[src/hw/rtl/nll_pkg.sv]
// ----------------------------------------------------------------------------
// nll_pkg
// Shared types, widths and codes of the nearest-location lookup block.
// ----------------------------------------------------------------------------
package nll_pkg;

   localparam int TABLE_DEPTH_DEFAULT = 256;

   localparam int CMD_W     = 2;
   localparam int STATUS_W  = 2;
   localparam int COORD_W   = 19;
   localparam int LO_W      = 20;
   localparam int EXT_W     = 21;
   localparam int TERM_W    = 23;
   localparam int ABS_W     = 22;
   localparam int PDIFF_W   = 21;
   localparam int AXIS_W    = 39;
   localparam int SUM_W     = 41;
   localparam int INDEX_W   = 8;
   localparam int DIST_W    = 44;
   localparam int Z_WIDEN   = 32;

   localparam int REQ_DATA_W = 176;
   localparam int RSP_DATA_W = 56;

   localparam int OFF_FIRST_X  = 0 * COORD_W;
   localparam int OFF_FIRST_Y  = 1 * COORD_W;
   localparam int OFF_FIRST_Z  = 2 * COORD_W;
   localparam int OFF_SECOND_X = 3 * COORD_W;
   localparam int OFF_SECOND_Y = 4 * COORD_W;
   localparam int OFF_SECOND_Z = 5 * COORD_W;
   localparam int OFF_POINT_X  = 6 * COORD_W;
   localparam int OFF_POINT_Y  = 7 * COORD_W;
   localparam int OFF_POINT_Z  = 8 * COORD_W;

   typedef enum logic [CMD_W-1:0] {
      OP_CLEAR = 2'd0,
      OP_ADD   = 2'd1,
      OP_QUERY = 2'd2
   } nll_op_type;

   typedef enum logic [STATUS_W-1:0] {
      STAT_OK    = 2'd0,
      STAT_FULL  = 2'd1,
      STAT_EMPTY = 2'd2
   } nll_status_type;

   typedef enum logic [1:0] {
      ST_IDLE,
      ST_SCAN,
      ST_DRAIN,
      ST_DONE
   } nll_state_type;

   typedef struct packed {
      logic [EXT_W-1:0]       ext;
      logic signed [LO_W-1:0] hi_z;
      logic signed [LO_W-1:0] hi_y;
      logic signed [LO_W-1:0] hi_x;
      logic signed [LO_W-1:0] lo_z;
      logic signed [LO_W-1:0] lo_y;
      logic signed [LO_W-1:0] lo_x;
   } nll_entry_type;

   typedef struct packed {
      logic           wr_en;
      logic           rd_en;
      logic           scan_start;
      logic           rsp_load;
      logic           rsp_query;
      nll_status_type rsp_status;
   } nll_cmd_type;

endpackage

[src/hw/rtl/nll_ctrl.sv]
// ----------------------------------------------------------------------------
// nll_ctrl
// Controller: decodes each item, keeps the entry count, steps the table scan
// and hands the result to the output register.
// ----------------------------------------------------------------------------
module nll_ctrl #(
   parameter int TABLE_DEPTH = nll_pkg::TABLE_DEPTH_DEFAULT
) (
   input  logic                                                  clock,
   input  logic                                                  reset,
   input  logic                                                  req_tvalid,
   input  logic [nll_pkg::CMD_W-1:0]                             req_op,
   output logic                                                  req_tready,
   output logic                                                  rsp_tvalid,
   input  logic                                                  rsp_tready,
   output nll_pkg::nll_cmd_type                                  cmd,
   output logic [((TABLE_DEPTH > 1) ? $clog2(TABLE_DEPTH) : 1)-1:0] addr,
   input  logic                                                  pipe_busy
);

   localparam int AddrW = (TABLE_DEPTH > 1) ? $clog2(TABLE_DEPTH) : 1;
   localparam int CntW  = $clog2(TABLE_DEPTH + 1);

   nll_pkg::nll_state_type  state_ff, state_in;
   nll_pkg::nll_status_type status_ff, status_in;
   logic [CntW-1:0]         count_ff, count_in;
   logic [AddrW-1:0]        scan_ff, scan_in;
   logic                    query_ff, query_in;
   logic                    rsp_valid_ff, rsp_valid_in;
   logic [CntW-1:0]         last_w;
   logic                    full;

   always_ff @(posedge clock) begin
      if (reset) begin
         state_ff     <= nll_pkg::ST_IDLE;
         status_ff    <= nll_pkg::STAT_OK;
         count_ff     <= '0;
         scan_ff      <= '0;
         query_ff     <= 1'b0;
         rsp_valid_ff <= 1'b0;
      end else begin
         state_ff     <= state_in;
         status_ff    <= status_in;
         count_ff     <= count_in;
         scan_ff      <= scan_in;
         query_ff     <= query_in;
         rsp_valid_ff <= rsp_valid_in;
      end
   end

   assign last_w = count_ff - CntW'(1);
   assign full   = (count_ff == CntW'(TABLE_DEPTH));

   always_comb begin
      state_in       = state_ff;
      status_in      = status_ff;
      count_in       = count_ff;
      scan_in        = scan_ff;
      query_in       = query_ff;
      req_tready     = 1'b0;
      addr           = scan_ff;
      cmd.wr_en      = 1'b0;
      cmd.rd_en      = 1'b0;
      cmd.scan_start = 1'b0;
      cmd.rsp_load   = 1'b0;
      cmd.rsp_query  = query_ff;
      cmd.rsp_status = status_ff;

      unique case (state_ff)
         nll_pkg::ST_IDLE: begin
            req_tready = 1'b1;
            if (req_tvalid) begin
               state_in  = nll_pkg::ST_DONE;
               status_in = nll_pkg::STAT_OK;
               query_in  = 1'b0;
               unique case (nll_pkg::nll_op_type'(req_op))
                  nll_pkg::OP_CLEAR: begin
                     count_in = '0;
                  end
                  nll_pkg::OP_ADD: begin
                     if (full) begin
                        status_in = nll_pkg::STAT_FULL;
                     end else begin
                        cmd.wr_en = 1'b1;
                        addr      = count_ff[AddrW-1:0];
                        count_in  = count_ff + CntW'(1);
                     end
                  end
                  nll_pkg::OP_QUERY: begin
                     if (count_ff == '0) begin
                        status_in = nll_pkg::STAT_EMPTY;
                     end else begin
                        cmd.scan_start = 1'b1;
                        query_in       = 1'b1;
                        scan_in        = '0;
                        state_in       = nll_pkg::ST_SCAN;
                     end
                  end
                  default: begin
                     status_in = nll_pkg::STAT_OK;
                  end
               endcase
            end
         end
         nll_pkg::ST_SCAN: begin
            cmd.rd_en = 1'b1;
            scan_in   = scan_ff + AddrW'(1);
            if (scan_ff == last_w[AddrW-1:0]) begin
               state_in = nll_pkg::ST_DRAIN;
            end
         end
         nll_pkg::ST_DRAIN: begin
            if (!pipe_busy) begin
               state_in = nll_pkg::ST_DONE;
            end
         end
         nll_pkg::ST_DONE: begin
            if (!rsp_valid_ff || rsp_tready) begin
               cmd.rsp_load = 1'b1;
               state_in     = nll_pkg::ST_IDLE;
            end
         end
         default: begin
            state_in = nll_pkg::ST_IDLE;
         end
      endcase
   end

   always_comb begin
      if (cmd.rsp_load) begin
         rsp_valid_in = 1'b1;
      end else if (rsp_tready) begin
         rsp_valid_in = 1'b0;
      end else begin
         rsp_valid_in = rsp_valid_ff;
      end
   end

   assign rsp_tvalid = rsp_valid_ff;

endmodule

[config.mk]
export PLATFORM = sky130hd
export DESIGN_NAME = nll_ctrl
export DESIGN_NICKNAME = d
export VERILOG_FILES = /design/src/hw/rtl/nll_pkg.sv /design/src/hw/rtl/nll_ctrl.sv
export SDC_FILE = /design/constraint.sdc
export NUM_CORES = 1
export LEC_CHECK = 0
export BUFFER_PORTS_ARGS = -buffer_cell sky130_fd_sc_hd__buf_2
export CORE_UTILIZATION = 30
export CTS_CLUSTER_DIAMETER = 40
export DETAILED_ROUTE_END_ITERATION = 16
export PLACE_DENSITY = 0.46
export SLEW_MARGIN = 20
export SYNTH_ARGS = -nofsm -noshare
export SYNTH_HDL_FRONTEND = slang
export SYNTH_SLANG_ARGS = --single-unit
[constraint.sdc]
create_clock -name clock -period 4.1 [get_ports clock]
set_clock_uncertainty 0.1 [all_clocks]
set_input_delay 0.41 -clock clock [delete_from_list [all_inputs] [get_ports clock]]
set_output_delay 0.41 -clock clock [all_outputs]
set_load 0.01 [all_outputs]
Word level (Yosys, flattened, before mapping). Cells that the tools add are included. W data, S select, Z words.

Bits in registers: 23. Input port bits: 7. Word-level logic and storage cells: 69.

$add $sub $neg: 3. Eq/ne operators: 14. Muxes and demuxes: 34. Reductions and logical operators: 12.

Operators by type and width (number): $mux W8 (7); $pmux W9 S2 (1); $pmux W8 S2 (1); $mux W1 (15); $mux W2 (7); $ne A2 B2 Y1 const B (6); $reduce_and A4 Y1 (3); $add A9 B1 Y9 const B (1); $eq A9 B9 Y1 const B (1); $logic_not A9 Y1 (1); $mux W9 (1); $add A8 B1 Y8 const B (1); $eq A8 B8 Y1 (1); $pmux W2 S4 (1); $sub A8 B1 Y8 const B (1); $eq A2 B2 Y1 const B (3); $reduce_bool A2 Y1 (3); $eq A2 B1 Y1 const B (2); $logic_not A2 Y1 (2); $pmux W2 S2 (1); $ne A2 B1 Y1 const B (1); $reduce_and A2 Y1 (1); $logic_not A1 Y1 (1); $logic_or A1 B1 Y1 (1).

Longest topological paths before layout.
Word-level depth: 5. Depth in mapped cells: 9.

Least setup slack after synthesis. Ideal clock, no wire load.

Path type: register to output. Start: reg count_ff[0]. End: out addr[0] (netlist name). Arrival: 1.852 ns. Path slack: 1.738 ns. Stages on the path, launching flop included: 8. Buffers on the path: 1. Cell sequence: dfxtp_1 > clkbuf_1 > inv_1 > ha_1 > nand2b_1 > nor3_2 > a21oi_2 > mux2_2.

Longest elaborated chain between the ends: 5.

Ends and longest elaborated chain: start: declaration (line nll_ctrl.sv:26) `logic [CntW-1:0] count_ff, count_in;`; start signal: assignment (line nll_ctrl.sv:44) `count_ff <= count_in;`; $eq A9 B9 Y1 (line nll_ctrl.sv:52) `assign full = (count_ff == CntW'(TABLE_DEPTH));`; $mux W8 (*) (line nll_ctrl.sv:81) `if (full) begin`; $mux W8 (*) (line nll_ctrl.sv:76) `unique case (nll_pkg::nll_op_type'(req_op))`; $mux W8 (*) (line nll_ctrl.sv:72) `if (req_tvalid) begin`; $mux W8 (*) (line nll_ctrl.sv:69) `unique case (state_ff)`; end: declaration (line nll_ctrl.sv:17) `output logic [((TABLE_DEPTH > 1) ? $clog2(TABLE_DEPTH) : 1)-1:0] addr,`.

Every way passes the cells marked *; elsewhere a longest branch is shown, timed or not.

Worst setup path after layout.
Start: reg count_ff[0]. End: out addr[1] (netlist name).

Longest elaborated chain between the ends: 5.

Ends and longest elaborated chain (line): $eq A9 B9 Y1 (nll_ctrl.sv:52); $mux W8 (nll_ctrl.sv:81); $mux W8 (nll_ctrl.sv:76); $mux W8 (nll_ctrl.sv:72); $mux W8 (nll_ctrl.sv:69).

Every way passes these cells.

==> summary.txt <==
Outcome
  • Outcome: complete, no violations

GRT
  • GRT overflow: 0
  • First-pass GRT wire length: 5600 um
  • Largest net degree at the start of global routing: 13
  • GRT Util Overall: approximately an eighth
  • Initial antenna violation count: 0
  • Vias in the first global route: 1,175

Logic synthesis
  • Syn Inst Count: 188
  • Syn nets: 206
  • Post-synthesis async set-or-reset flop share: 0%
  • Number of distinct library cells after synthesis: 43
  • Synth Area per Inst: 8.47 um2
  • Synth Register Bits: 23
  • Share of the yosys chip area belonging to registers: 28.9%
  • Area of the mapped netlist: 1590 um2
  • EDFF count, synth: 0
  • Synth warn: 0
  • Top_reg_cell synth: dfxtp_1

Worst setup path
  • CP Cell Sequence: inv_1 -> ha_1 -> nand2b_1 -> nor3_2 -> a21oi_2 -> mux2_2 -> buf_2
  • Crit path max fanout: 9
  • Critical path arrival: 2.32 ns
  • Crit path launch type: register
  • R2R Setup Slk: 1.73 ns
  • Setup crit end kind: output pin
  • Path depth of the worst reg2reg path: 8
  • CP max-delay cell: dfxtp_1
  • CP max stage delay: 0.51 ns
  • FF-to-FF Start: state_ff[0]
  • R2R Path End: state_ff[1]
  • Data required, critical path: 3.59 ns
  • Crit Path Category: register to output pin

Timing
  • Sum Neg Setup Slack: 0 ns
  • Tmin final: 2.83 ns
  • Max-slew violation count: 0
  • Worst Max-Slew Pin Slew: 0.669 ns
  • Setup slack after layout: 1.27 ns
  • Rel. slew slack: between 50 and 60%
  • Setup-failing EPs final: 0
  • Final worst path period share: 69.0%
  • RSZ-0062 raised after global routing: no
  • Hold Vio Cnt, Final: 0
  • Max Freq: approximately 350 MHz

Power and ir drop
  • PD cells: between 300 and 400 nW/um2
  • Switch share: 36.0%
  • Comb pwr share: 36.5%
  • Internal: 410 uW
  • Net switching power: 231 uW
  • Leakage: 0.000773 uW
  • Worst VDD drop: 0.000220 V
  • Clock Power Share: around 23%
  • Sequential share of power: 40.8%

Routing
  • Drt drc: 0
  • Initial drt markers: 50
  • Wirelength, routed: ~3400 um
  • Vias per inst: 4.76
  • Number of antenna-violating nets in the routed design: 0
  • Vias: 1,296
  • Drt wl/cell: approximately 13 um
  • Number of detailed-route iterations in the first pass: 4

Hold path
  • Hold endpoint: rsp_tvalid
  • Hold depth: 4
  • Min-delay worst type: primary input to register
  • Hold Startpoint: rsp_tready

Finish
  • Layout cells sized above 1: about 20%
  • Area growth syn-to-layout: 11.3%
  • ANT cells: 0
  • Final #Nets: 221
  • # fillers: around 570
  • Finished Layout Cells: 272

Flow run
  • Max-Cap Viols: 0

Die
  • Core ar.: 5110 um2
  • Die width: 74.8 um
  • Die Height: roughly 75 um
  • Full die area: 5600 um2
  • Num ports: 24
  • Row count: 26
  • Starting density of the core: 31.2%

Placement
  • Worst slack, placed: roughly 1.6 ns
  • Inst Count DP: 268
  • Post-DP HPWL: 2540 um
  • Port bufs: 23
  • Final Wtd Congestion: 0.733

Clock network
  • Cts bufs inserted: 3
  • Worst-case clock buffer depth: 2
  • Hold Buf Count CTS: 0
  • CTS tree: done
  • Setup bufs post-CTS: 0
  • Clock net sink count: 23
  • Clk root buf: clkbuf_8
  • Post-cts sizing count: 0
  • Max H-tree Level: 1
  • Clock-pin slew on the worst setup and hold paths: 0.09 ns
  • Worst skew pair latency: between 0.2 and 0.3 ns
worst max-delay path by stage:
stage	cells past startpoint	slack, ns	startpoint	to
after detailed placement	7	1.57	count_ff[0]	addr[2]
final	7	1.27	count_ff[0]	addr[1]
after global placement	7	1.60	count_ff[0]	addr[0]
after global routing	7	1.10	count_ff[0]	addr[0]
after CTS	7	1.26	count_ff[0]	addr[2]
after floorplan	7	1.74	count_ff[0]	addr[0]
cell usage after synthesis, types with 2 or more instances:
| cell | instances | area [um2] |
|---|---|---|
| a21oi_1 | 8 | 40.0 |
| and3_1 | 6 | 37.5 |
| buf_2 | 3 | 15.0 |
| buf_4 | 2 | 15.0 |
| clkbuf_1 | 7 | 26.3 |
| dfxtp_1 | 23 | 460 |
| ha_1 | 11 | 138 |
| inv_1 | 7 | 26.3 |
| mux2_2 | 8 | 90.1 |
| mux2i_1 | 2 | 20.0 |
| nand2_1 | 11 | 41.3 |
| nand2b_1 | 5 | 31.3 |
| nand3_1 | 11 | 55.1 |
| nand3b_1 | 2 | 15.0 |
| nand4_1 | 3 | 18.8 |
| nor2_1 | 24 | 90.1 |
| nor2b_1 | 3 | 18.8 |
| nor3b_1 | 2 | 15.0 |
| o21bai_1 | 3 | 22.5 |
| o31ai_1 | 2 | 15.0 |
| or2_2 | 2 | 12.5 |
| xnor2_1 | 10 | 87.6 |
| xor2_1 | 13 | 114 |
critical path: cells and delay by family (launching register included):
family          cells  cell delay [ns]
fa+ha+maj           1             0.21
buf+inv             2             0.25
mux                 1             0.40
compound gates      1             0.45
flops               1             0.51
simple gates        2             0.24
metal layers:
layer / up-vias / GRT usage [%] / wire (um)
met4: 0 / 2.10 / 22
li1: 671 / - / -
met2: 27 / 20.4 / 1450
met3: 2 / 3.48 / 159
met5: - / 0 / 0
met1: 596 / 18.5 / 1800
layout by cell type, fill, tap and decap left out, drive strengths merged, types with 2 or more instances in the layout:
cell type,netlist,layout
nor3,2,2
nand2b,5,5
nor2b,3,3
clkbuf,7,4
xor2,13,13
buf,6,23
nand3b,2,2
ha,11,11
or3,2,2
o31ai,2,2
nand2,11,11
and3,6,6
a21oi,9,9
mux2,8,8
mux2i,2,2
nand3,11,11
nor2,24,24
inv,7,7
dfxtp,23,23
or2,2,2
nor3b,2,2
o21bai,3,3
nand4,3,3
xnor2,10,10
per-stage QoR:
stage	total power (uW)	hold WS, ns	util, %	area, um2
final	640	0.340	34.7	1770
after CTS	650	0.337	34.7	1770
after detailed placement	503	0.349	33.8	1730
after floorplan	445	0.337	-	1590
after global placement	502	0.347	33.8	1730
after global routing	683	0.363	34.7	1770
cell type report:
class	count	area, um2	share of cell area (%)
flip-flops and latches	23	460	26.0
multi-input cells	145	1040	58.5
well taps	70	87.6	4.94
clock buffers	4	45.0	2.54
inverters	7	26.3	1.48
repair buffers	23	115	6.50
logic make-up after synthesis:
kind of cell | Yosys count | synth area share, %
simple gates | 77 | 25.2
mux | 10 | 6.92
xor+xnor | 23 | 12.7
buf+inv | 20 | 5.90
flops | 23 | 28.9
compound gates | 24 | 11.8
fa+ha+maj | 11 | 8.65
state kept, by name, indices dropped and copies added (netlist names):
name        cells
rsp_tvalid      1
count_ff        9
state_ff        2
status_ff       2
query_ff        1
scan_ff         8
power by group through the flow:
stage | combinational [uW] | sequential [uW] | clock [uW]
6_report | 234 | 261 | 146
5_1_grt | 263 | 264 | 155
3_5_place_dp | 235 | 267 | 0
3_3_place_gp | 235 | 267 | 0
4_1_cts | 237 | 262 | 151
2_1_floorplan | 186 | 259 | 0
(Power assumes the default switching activity.)
